`src/rtl/ftn_ap_pkg.sv`:
```
// ---------------------------------------------------------------------------
// ftn_ap_pkg
// Types and constants shared by the FTN address parser modules.
// ---------------------------------------------------------------------------
package ftn_ap_pkg;

  localparam int NUM_W   = 16;
  localparam int CHAR_W  = 8;
  localparam int IN_TDATA_W  = 8;
  localparam int OUT_TDATA_W = 72;
  localparam int CFG_IDX_W   = 2;
  localparam int CFG_DATA_W  = 16;

  localparam logic [NUM_W-1:0] NUM_MAX = 16'hFFFF;

  localparam logic [CHAR_W-1:0] CH_AT    = 8'h40;
  localparam logic [CHAR_W-1:0] CH_COLON = 8'h3A;
  localparam logic [CHAR_W-1:0] CH_SLASH = 8'h2F;
  localparam logic [CHAR_W-1:0] CH_DOT   = 8'h2E;
  localparam logic [CHAR_W-1:0] CH_ZERO  = 8'h30;
  localparam logic [CHAR_W-1:0] CH_NINE  = 8'h39;
  localparam logic [CHAR_W-1:0] CH_SPACE = 8'h20;
  localparam logic [CHAR_W-1:0] CH_TAB   = 8'h09;
  localparam logic [CHAR_W-1:0] CH_CR    = 8'h0D;

  // Configuration register indexes.
  localparam logic [CFG_IDX_W-1:0] CFG_AREA_ZONE  = 2'd0;
  localparam logic [CFG_IDX_W-1:0] CFG_AREA_NET   = 2'd1;
  localparam logic [CFG_IDX_W-1:0] CFG_AREA_NODE  = 2'd2;
  localparam logic [CFG_IDX_W-1:0] CFG_AREA_KNOWN = 2'd3;

  // Bit positions in the part flags.
  localparam int F_ZONE  = 0;
  localparam int F_NET   = 1;
  localparam int F_NODE  = 2;
  localparam int F_POINT = 3;

  typedef enum logic [2:0] {
    PH_START,
    PH_FIRST,
    PH_NET,
    PH_NODE,
    PH_POINT,
    PH_PONLY
  } phase_t;

  typedef struct packed {
    logic             ok;
    logic [3:0]       flags;
    logic [NUM_W-1:0] zone;
    logic [NUM_W-1:0] net;
    logic [NUM_W-1:0] node;
    logic [NUM_W-1:0] point;
  } parse_res_t;

  typedef struct packed {
    logic             known;
    logic [NUM_W-1:0] zone;
    logic [NUM_W-1:0] net;
    logic [NUM_W-1:0] node;
  } area_cfg_t;

endpackage

```
`src/rtl/ftn_ap_core.sv`:
```
// ---------------------------------------------------------------------------
// ftn_ap_core
// Running parse state and the per-character step; gives the parse result
// for the character being taken when it is the last one of the token.
// ---------------------------------------------------------------------------
module ftn_ap_core
  import ftn_ap_pkg::*;
(
  input  logic              clk,
  input  logic              rst,
  input  logic              step,
  input  logic [CHAR_W-1:0] char_code,
  input  logic              last,
  output parse_res_t        res
);

  phase_t           phase, phase_next, t_phase;
  logic [NUM_W-1:0] acc, acc_next, t_acc;
  logic [NUM_W-1:0] first_number, first_number_next, t_first;
  logic [NUM_W-1:0] net_val, net_val_next, t_net;
  logic [NUM_W-1:0] node_val, node_val_next, t_node;
  logic [3:0]       flags, flags_next, t_flags;
  logic             digit_seen, digit_seen_next, t_digit;
  logic             pending_space, pending_space_next, t_pending;
  logic             after_at, after_at_next, t_after;
  logic             failed, failed_next, t_failed;

  logic             is_digit, is_ws;
  logic [3:0]       dval;
  logic [19:0]      acc_mul;

  assign is_digit = (char_code >= CH_ZERO) && (char_code <= CH_NINE);
  assign is_ws    = (char_code == CH_SPACE) ||
                    ((char_code >= CH_TAB) && (char_code <= CH_CR));
  assign dval     = 4'(char_code - CH_ZERO);
  assign acc_mul  = {1'b0, acc, 3'b000} + {3'b000, acc, 1'b0} + {16'h0000, dval};

  always_ff @(posedge clk) begin
    if (rst) begin
      phase         <= PH_START;
      acc           <= '0;
      first_number  <= '0;
      net_val       <= '0;
      node_val      <= '0;
      flags         <= '0;
      digit_seen    <= 1'b0;
      pending_space <= 1'b0;
      after_at      <= 1'b0;
      failed        <= 1'b0;
    end else if (step) begin
      phase         <= phase_next;
      acc           <= acc_next;
      first_number  <= first_number_next;
      net_val       <= net_val_next;
      node_val      <= node_val_next;
      flags         <= flags_next;
      digit_seen    <= digit_seen_next;
      pending_space <= pending_space_next;
      after_at      <= after_at_next;
      failed        <= failed_next;
    end
  end

  always_comb begin
    t_phase   = phase;
    t_acc     = acc;
    t_first   = first_number;
    t_net     = net_val;
    t_node    = node_val;
    t_flags   = flags;
    t_digit   = digit_seen;
    t_pending = pending_space;
    t_after   = after_at;
    t_failed  = failed;

    if (!failed && !after_at) begin
      if (is_ws) begin
        if (phase != PH_START) t_pending = 1'b1;
      end else if (pending_space) begin
        t_failed = 1'b1;
      end else if (char_code == CH_AT) begin
        t_after = 1'b1;
      end else if (is_digit && phase != PH_START) begin
        t_acc   = acc_mul[NUM_W-1:0];
        t_digit = 1'b1;
        if (acc_mul > {4'h0, NUM_MAX}) t_failed = 1'b1;
      end else begin
        unique case (phase)
          PH_START: begin
            if (char_code == CH_DOT) begin
              t_phase = PH_PONLY;
              t_acc   = '0;
              t_digit = 1'b0;
            end else if (char_code == CH_SLASH) begin
              t_phase = PH_NODE;
              t_acc   = '0;
              t_digit = 1'b0;
            end else if (is_digit) begin
              t_phase = PH_FIRST;
              t_acc   = {12'h000, dval};
              t_digit = 1'b1;
            end else begin
              t_failed = 1'b1;
            end
          end
          PH_FIRST: begin
            if (char_code == CH_COLON) begin
              t_first = acc;
              t_phase = PH_NET;
              t_acc   = '0;
              t_digit = 1'b0;
            end else if (char_code == CH_SLASH) begin
              t_net          = acc;
              t_flags[F_NET] = 1'b1;
              t_phase        = PH_NODE;
              t_acc          = '0;
              t_digit        = 1'b0;
            end else begin
              t_failed = 1'b1;
            end
          end
          PH_NET: begin
            if (char_code == CH_SLASH && digit_seen) begin
              t_net           = acc;
              t_flags[F_ZONE] = 1'b1;
              t_flags[F_NET]  = 1'b1;
              t_phase         = PH_NODE;
              t_acc           = '0;
              t_digit         = 1'b0;
            end else begin
              t_failed = 1'b1;
            end
          end
          PH_NODE: begin
            if (char_code == CH_DOT && digit_seen) begin
              t_node          = acc;
              t_flags[F_NODE] = 1'b1;
              t_phase         = PH_POINT;
              t_acc           = '0;
              t_digit         = 1'b0;
            end else begin
              t_failed = 1'b1;
            end
          end
          default: t_failed = 1'b1;
        endcase
      end
    end

    // Result as seen after this character; the last number closes either
    // the node or the point.
    res.ok    = !t_failed && t_digit &&
                (t_phase == PH_NODE || t_phase == PH_POINT || t_phase == PH_PONLY);
    res.flags = t_flags;
    res.zone  = t_first;
    res.net   = t_net;
    res.node  = t_node;
    res.point = '0;
    if (res.ok) begin
      if (t_phase == PH_NODE) begin
        res.node            = t_acc;
        res.flags[F_NODE]   = 1'b1;
      end else begin
        res.point           = t_acc;
        res.flags[F_POINT]  = 1'b1;
      end
    end

    if (last) begin
      phase_next         = PH_START;
      acc_next           = '0;
      first_number_next  = '0;
      net_val_next       = '0;
      node_val_next      = '0;
      flags_next         = '0;
      digit_seen_next    = 1'b0;
      pending_space_next = 1'b0;
      after_at_next      = 1'b0;
      failed_next        = 1'b0;
    end else begin
      phase_next         = t_phase;
      acc_next           = t_acc;
      first_number_next  = t_first;
      net_val_next       = t_net;
      node_val_next      = t_node;
      flags_next         = t_flags;
      digit_seen_next    = t_digit;
      pending_space_next = t_pending;
      after_at_next      = t_after;
      failed_next        = t_failed;
    end
  end

endmodule

```
`src/rtl/ftn_ap_out.sv`:
```
// ---------------------------------------------------------------------------
// ftn_ap_out
// Completes the parsed address from the area address and holds the result
// transaction in the output register until it is taken.
// ---------------------------------------------------------------------------
module ftn_ap_out
  import ftn_ap_pkg::*;
(
  input  logic                   clk,
  input  logic                   rst,
  input  logic                   load,
  input  parse_res_t             res,
  input  area_cfg_t              area,
  output logic                   m_axis_tvalid,
  input  logic                   m_axis_tready,
  output logic [OUT_TDATA_W-1:0] m_axis_tdata
);

  logic             comp;
  logic             r_ok, r_comp;
  logic [3:0]       r_flags;
  logic [NUM_W-1:0] r_zone, r_net, r_node, r_point;
  logic             out_valid;

  assign comp = res.ok && (res.flags[F_ZONE] || area.known);

  always_ff @(posedge clk) begin
    if (rst) begin
      out_valid <= 1'b0;
    end else if (load) begin
      out_valid <= 1'b1;
    end else if (m_axis_tready) begin
      out_valid <= 1'b0;
    end
  end

  always_ff @(posedge clk) begin
    if (load) begin
      r_ok    <= res.ok;
      r_comp  <= comp;
      r_flags <= res.ok ? res.flags : 4'h0;
      r_zone  <= !comp ? '0 : (res.flags[F_ZONE]  ? res.zone  : area.zone);
      r_net   <= !comp ? '0 : (res.flags[F_NET]   ? res.net   : area.net);
      r_node  <= !comp ? '0 : (res.flags[F_NODE]  ? res.node  : area.node);
      r_point <= !comp ? '0 : (res.flags[F_POINT] ? res.point : '0);
    end
  end

  assign m_axis_tvalid = out_valid;
  assign m_axis_tdata  = {2'b00, r_point, r_node, r_net, r_zone, r_comp,
                          r_flags[F_POINT], r_flags[F_NODE], r_flags[F_NET],
                          r_flags[F_ZONE], r_ok};

  // A result never overwrites one that has not been taken.
  a_no_overwrite: assert property (@(posedge clk) disable iff (rst)
    load |-> (!out_valid || m_axis_tready))
    else $error("result register overwritten before transaction");

  a_comp_needs_ok: assert property (@(posedge clk) disable iff (rst)
    out_valid |-> (!r_comp || r_ok))
    else $error("complete_ok without parsed_ok");

  a_fail_zero: assert property (@(posedge clk) disable iff (rst)
    (out_valid && !r_ok) |-> (r_flags == 4'h0 && r_zone == '0 && r_point == '0))
    else $error("failed parse carries nonzero fields");

  a_ok_has_tail: assert property (@(posedge clk) disable iff (rst)
    (out_valid && r_ok) |-> (r_flags[F_NODE] || r_flags[F_POINT]))
    else $error("parsed address without node or point");

endmodule

```
`src/rtl/ftn_address_parser_top.sv`:
```
// ---------------------------------------------------------------------------
// ftn_address_parser_top
// FidoNet address parser: takes a token one character per transaction and
// gives the parsed and completed address on the token's last character.
// ---------------------------------------------------------------------------
//  Channel   Direction  Payload
//  s_axis    in         tdata[7:0] char_code, tlast = last
//  m_axis    out        tdata[71:0] result, one per token
//  cfg       in         cfg_index selects area_zone/net/node/known
//
//  One character per cycle, back to back, but for a last character that waits
//  as below; a character is taken into the input register, its result into the result register.
//  A character without tlast never waits; a last character waits in the
//  input register only while an earlier result is still held on m_axis.
//  Reset clears the parse state and the area registers to zero.
//  cfg_ready is always high.
module ftn_address_parser_top
  import ftn_ap_pkg::*;
(
  input  logic                   clk,
  input  logic                   rst,
  input  logic                   s_axis_tvalid,
  output logic                   s_axis_tready,
  input  logic [IN_TDATA_W-1:0]  s_axis_tdata,   // [7:0] char_code
  input  logic                   s_axis_tlast,
  output logic                   m_axis_tvalid,
  input  logic                   m_axis_tready,
  // [0] parsed_ok, [1] has_zone, [2] has_net, [3] has_node, [4] has_point,
  // [5] complete_ok, [21:6] zone_out, [37:22] net_out, [53:38] node_out,
  // [69:54] point_out, [71:70] zero
  output logic [OUT_TDATA_W-1:0] m_axis_tdata,
  input  logic                   cfg_valid,
  output logic                   cfg_ready,
  input  logic [CFG_IDX_W-1:0]   cfg_index,
  input  logic [CFG_DATA_W-1:0]  cfg_data
);

  logic              in_valid;
  logic [CHAR_W-1:0] in_char;
  logic              in_last;
  logic              advance;
  area_cfg_t         area;
  parse_res_t        res;

  assign cfg_ready     = 1'b1;
  assign advance       = in_valid && (!in_last || !m_axis_tvalid || m_axis_tready);
  assign s_axis_tready = !in_valid || advance;

  always_ff @(posedge clk) begin
    if (rst) begin
      in_valid <= 1'b0;
    end else if (s_axis_tvalid && s_axis_tready) begin
      in_valid <= 1'b1;
    end else if (advance) begin
      in_valid <= 1'b0;
    end
  end

  always_ff @(posedge clk) begin
    if (s_axis_tvalid && s_axis_tready) begin
      in_char <= s_axis_tdata[CHAR_W-1:0];
      in_last <= s_axis_tlast;
    end
  end

  always_ff @(posedge clk) begin
    if (rst) begin
      area <= '0;
    end else if (cfg_valid && cfg_ready) begin
      unique case (cfg_index)
        CFG_AREA_ZONE:  area.zone  <= cfg_data;
        CFG_AREA_NET:   area.net   <= cfg_data;
        CFG_AREA_NODE:  area.node  <= cfg_data;
        CFG_AREA_KNOWN: area.known <= cfg_data[0];
        default: ;
      endcase
    end
  end

  ftn_ap_core u_core (
    .clk       (clk),
    .rst       (rst),
    .step      (advance),
    .char_code (in_char),
    .last      (in_last),
    .res       (res)
  );

  ftn_ap_out u_out (
    .clk           (clk),
    .rst           (rst),
    .load          (advance && in_last),
    .res           (res),
    .area          (area),
    .m_axis_tvalid (m_axis_tvalid),
    .m_axis_tready (m_axis_tready),
    .m_axis_tdata  (m_axis_tdata)
  );

endmodule

```
`config.mk`:
```
export PLATFORM = sky130hd
export DESIGN_NAME = ftn_address_parser_top
export DESIGN_NICKNAME = d
export VERILOG_FILES = /design/src/rtl/ftn_ap_pkg.sv /design/src/rtl/ftn_ap_core.sv /design/src/rtl/ftn_ap_out.sv /design/src/rtl/ftn_address_parser_top.sv
export SDC_FILE = /design/constraint.sdc
export NUM_CORES = 1
export LEC_CHECK = 0
export BUFFER_PORTS_ARGS = -buffer_cell sky130_fd_sc_hd__buf_2
export CORE_MARGIN = 2
export CORE_UTILIZATION = 40
export CTS_CLUSTER_SIZE = 40
export DETAILED_ROUTE_END_ITERATION = 10
export PLACE_DENSITY = 0.65
export SLEW_MARGIN = 5
export SYNTH_ARGS = -nofsm -noshare
export SYNTH_HDL_FRONTEND = slang
export SYNTH_SLANG_ARGS = --single-unit
```
`constraint.sdc`:
```
create_clock -name clk -period 6.35 [get_ports clk]
set_input_delay 0.3175 -clock clk [delete_from_list [all_inputs] [get_ports clk]]
set_output_delay 0.3175 -clock clk [all_outputs]
set_load 0.01 [all_outputs]
```
==> summary.txt <==
NumNets Final -> 1243
Prevailing post-synth register cell -> dfxtp_1
Final number of max-transition violations -> 0
Min-Delay Startpoint -> s_axis_tvalid
Yosys top cell area share -> 24.4%
Worst Skew -> 0.0109 ns
Post-synthesis cell area -> 10200 µm²
Fin Hold WS -> 0.0523 ns
Multi-input gate area -> 4930 µm²
Power Density -> 245 nW/µm²
CP Cell Sequence -> inv_1, fa_1, inv_1, fa_1, a211oi_1, o211ai_1, nand2_1, o21ai_0, mux2_2, o41ai_2, nand3_1, a211oi_1
Router iterations before antenna repair -> 7
DIE AREA -> 26900 µm²
Min-delay worst type -> primary input to flip-flop
Worst endpoint required time -> 6.65 ns
# IOs -> 107
Sequential cell area -> 4870 µm²
Post-synth top cells -> nor2_1 (154), nand2_1 (142), dfxtp_1 (125)
Post-CTS setup buffer count -> 0
Post-synth ARST share -> 0%
Vias -> 8599
TritonCTS Buffers -> 23
Seq/Total Area, Yosys -> 47.6%
Clock power share -> 45.5%
Post-synth EDFFs -> 79
R2R Path Start -> in_char[3]$_DFFE_PP_
Area grow syn2layout -> 14.3%
DR iter-0 viols -> 690
Hold Fails Final Rpt -> 0
Setup TNS -> 0 ns
FF-to-FF path depth -> 12
Setup Crit Path Kind -> flip-flop to flip-flop
Combinational group share of total power -> 5.5%
WL/cell -> 18.6 µm
Static Leakage -> 4.24 nW
Die H -> 164 µm
RSZ-0062 raised after global routing -> no
Initial antenna violation count -> 1
Arrival time worst endpoint -> 5.06 ns
Cells after Synth -> 1112
HPWL after DPL -> 19.5 mm
Fmax -> 0.210 GHz
Cell Rows -> 58
Grt met3 use -> 2.58%
Top post-synthesis cells by area -> dfxtp_1 (24%), edfxtp_1 (23%), a21oi_1 (5.7%)
Flops & latches, synth -> 204
Vias in the first global route -> 7924
Die Wd -> 164 µm
Max-Cap Viols -> 0
PortBufs -> 103
H-tree depth -> 1
Clock Sinks -> 204
Clock Latency Late Sink -> 0.52 ns
Final setup fails -> 0
Crit path capture type -> flip-flop
Worst Max-Slew Pin Slew -> 1.15 ns
Vias per cell -> 5.64
Slowest cell on the critical path -> nand3_1
Most Crowded Layer GR -> met2
Final wirelength -> 28.3 mm
Clock root cell -> clkbuf_16
Time the worst path needs with I/O delays and setup -> 4.77 ns
Area leader, netlist -> dfxtp_1
Clock transition at path regs -> 0.06 ns
Syn avg cell area -> 9.21 µm²
Largest net degree at the start of global routing -> 77
DRC -> 0
Fillers -> 2384
Worst stage delay on the critical path -> 0.89 ns
Routability Congestion -> 0.884
CORE AREA -> 25200 µm²
Hold Crit Depth -> 3
Status -> completed
DRT antenna net count -> 0
Initial core utilization -> 40.7%
First-pass GRT wire length -> 44.1 mm
# diodes -> 0
Synth warn -> 0
Clock buffer depth -> 3
Sequential share of power -> 49.1%
Met1 GRT Util -> 28.7%
Most frequent cell after synthesis -> nor2_1
Total grt overflow -> 0
Worst Hold Endpoint -> in_valid$_SDFFE_PP0P_
Synth cell types -> 72
Tot GR Track Use -> 20.8%
Switching part of the total -> 23.3%
CTS tree -> yes
Slack of the worst reg-to-reg path -> 1.58 ns
Crit-path max FO -> 21
Slew HR -> 22.8%
Met2 Track Usage GR -> 33.6%
Peak VDD IR -> 0.175 mV
Internal cell power -> 2.20 mW
Final core utilization -> 46.5%
Share of cells above drive strength 1 -> 14.9%
RR Endpoint -> u_out.r_zone[2]$_SDFFCE_PN0P_
Startpoint types -> flip-flop
Final Cycle Share -> 75.1%
Sw Pwr -> 667 µW
cells by family after synthesis:
logic type / after synthesis / share of synthesized area [%]
other: 2 / 0.0733
muxes: 61 / 6.12
AOI/OAI and AO/OA: 289 / 18.2
DFF: 204 / 47.6
and+or+nand+nor: 407 / 17.9
buffers and inverters: 99 / 4.54
adders and majority gates: 33 / 4.18
xor gates and xnor gates: 17 / 1.45
sequential cells by signal, indices dropped and copies added, names as in the netlist:
| name | flops |
|---|---|
| u_out.r_net | 16 |
| u_out.r_flags | 4 |
| u_core.flags | 3 |
| u_core.phase | 3 |
| u_out.r_point | 16 |
| u_core.node_val | 16 |
| u_core.first_number | 16 |
| u_core.digit_seen | 1 |
| u_out.m_axis_tvalid | 1 |
| u_out.r_node | 16 |
| u_core.after_at | 1 |
| area | 49 |
| in_char | 8 |
| u_core.pending_space | 1 |
| in_last | 1 |
| u_core.acc | 16 |
| u_out.r_ok | 1 |
| u_out.r_zone | 16 |
| in_valid | 1 |
| u_out.r_comp | 1 |
| u_core.failed | 1 |
| u_core.net_val | 16 |
through the flow:
| step | power, mW | area (µm²) | instances | worst slack, ns |
|---|---|---|---|---|
| after global placement | 1.58 | 10900 | 1474 | 1.78 |
| after global routing | 2.95 | 11700 | 1525 | 1.34 |
| after floorplan | 1.53 | 10200 | 1113 | 1.62 |
| after detailed placement | 1.59 | 10900 | 1474 | 1.63 |
| final | 2.86 | 11700 | 1525 | 1.58 |
| after CTS | 2.88 | 11700 | 1525 | 1.59 |
power by group through the flow:
stage / Combinational, mW / Sequential (mW) / Clock, mW
floorplan: 0.0936 / 1.43 / 0
global placement: 0.150 / 1.43 / 0
detailed placement: 0.152 / 1.43 / 0
CTS: 0.157 / 1.41 / 1.32
global route: 0.171 / 1.41 / 1.37
finish: 0.157 / 1.41 / 1.30
worst max path at each step:
stage                     cells past startpoint                             end                        startpoint  slack [ns]
after floorplan                               8      u_core.failed$_SDFFE_PP0P_  u_out.m_axis_tvalid$_SDFFE_PP0P_        1.62
after global placement                       12  u_out.r_zone[10]$_SDFFCE_PN0P_              in_char[3]$_DFFE_PP_        1.78
after detailed placement                     12   u_out.r_zone[2]$_SDFFCE_PN0P_              in_char[3]$_DFFE_PP_        1.63
after CTS                                    12   u_out.r_zone[2]$_SDFFCE_PN0P_              in_char[3]$_DFFE_PP_        1.59
after global routing                         12   u_out.r_zone[2]$_SDFFCE_PN0P_              in_char[3]$_DFFE_PP_        1.34
final                                        12   u_out.r_zone[2]$_SDFFCE_PN0P_              in_char[3]$_DFFE_PP_        1.58
routing by layer:
| layer | wire length, µm | vias up |
|---|---|---|
| met5 | 9 | - |
| met3 | 1640 | 66 |
| met4 | 1020 | 2 |
| met2 | 13000 | 310 |
| met1 | 12600 | 4092 |
| li1 | - | 4129 |
layout by cell type, fill, tap and decap left out, types with 10 or more instances in the layout:
cell         n
nor2_1     153
nand2_1    142
dfxtp_1    125
a21oi_1    117
buf_2      102
edfxtp_1    79
a22oi_1     63
mux2i_1     48
a211oi_1    37
ha_1        31
nor3_1      27
clkbuf_16   24
nor2b_1     20
nand3_1     18
o21ai_0     18
inv_1       15
mux2_2      13
buf_4       13
xor2_1      10
repair_timing:
| action | CTS | global route |
|---|---|---|
| gates resized for setup | 0 | 0 |
| hold buffers | 9 | 0 |
| endpoints found under the hold margin | 9 | 0 |
critical path: cells and delay by family, from the launching register on:
kind,cells,cell delay [ns]
DFF,1,0.43
muxes,1,0.30
and+or+nand+nor,2,1.01
buffers and inverters,2,0.18
AOI/OAI and AO/OA,5,1.61
adders and majority gates,2,1.01
layout make-up:
| type | count | area share (%) |
|---|---|---|
| Inverter | 15 | 0.481 |
| Sequential cell | 204 | 41.6 |
| Multi-Input combinational cell | 810 | 42.1 |
| Clock inverter | 9 | 0.694 |
| Timing Repair Buffer | 124 | 5.96 |
| Clock buffer | 33 | 5.59 |
| Tap cell | 330 | 3.53 |
Note: power is estimated with default switching activity, not from simulation.
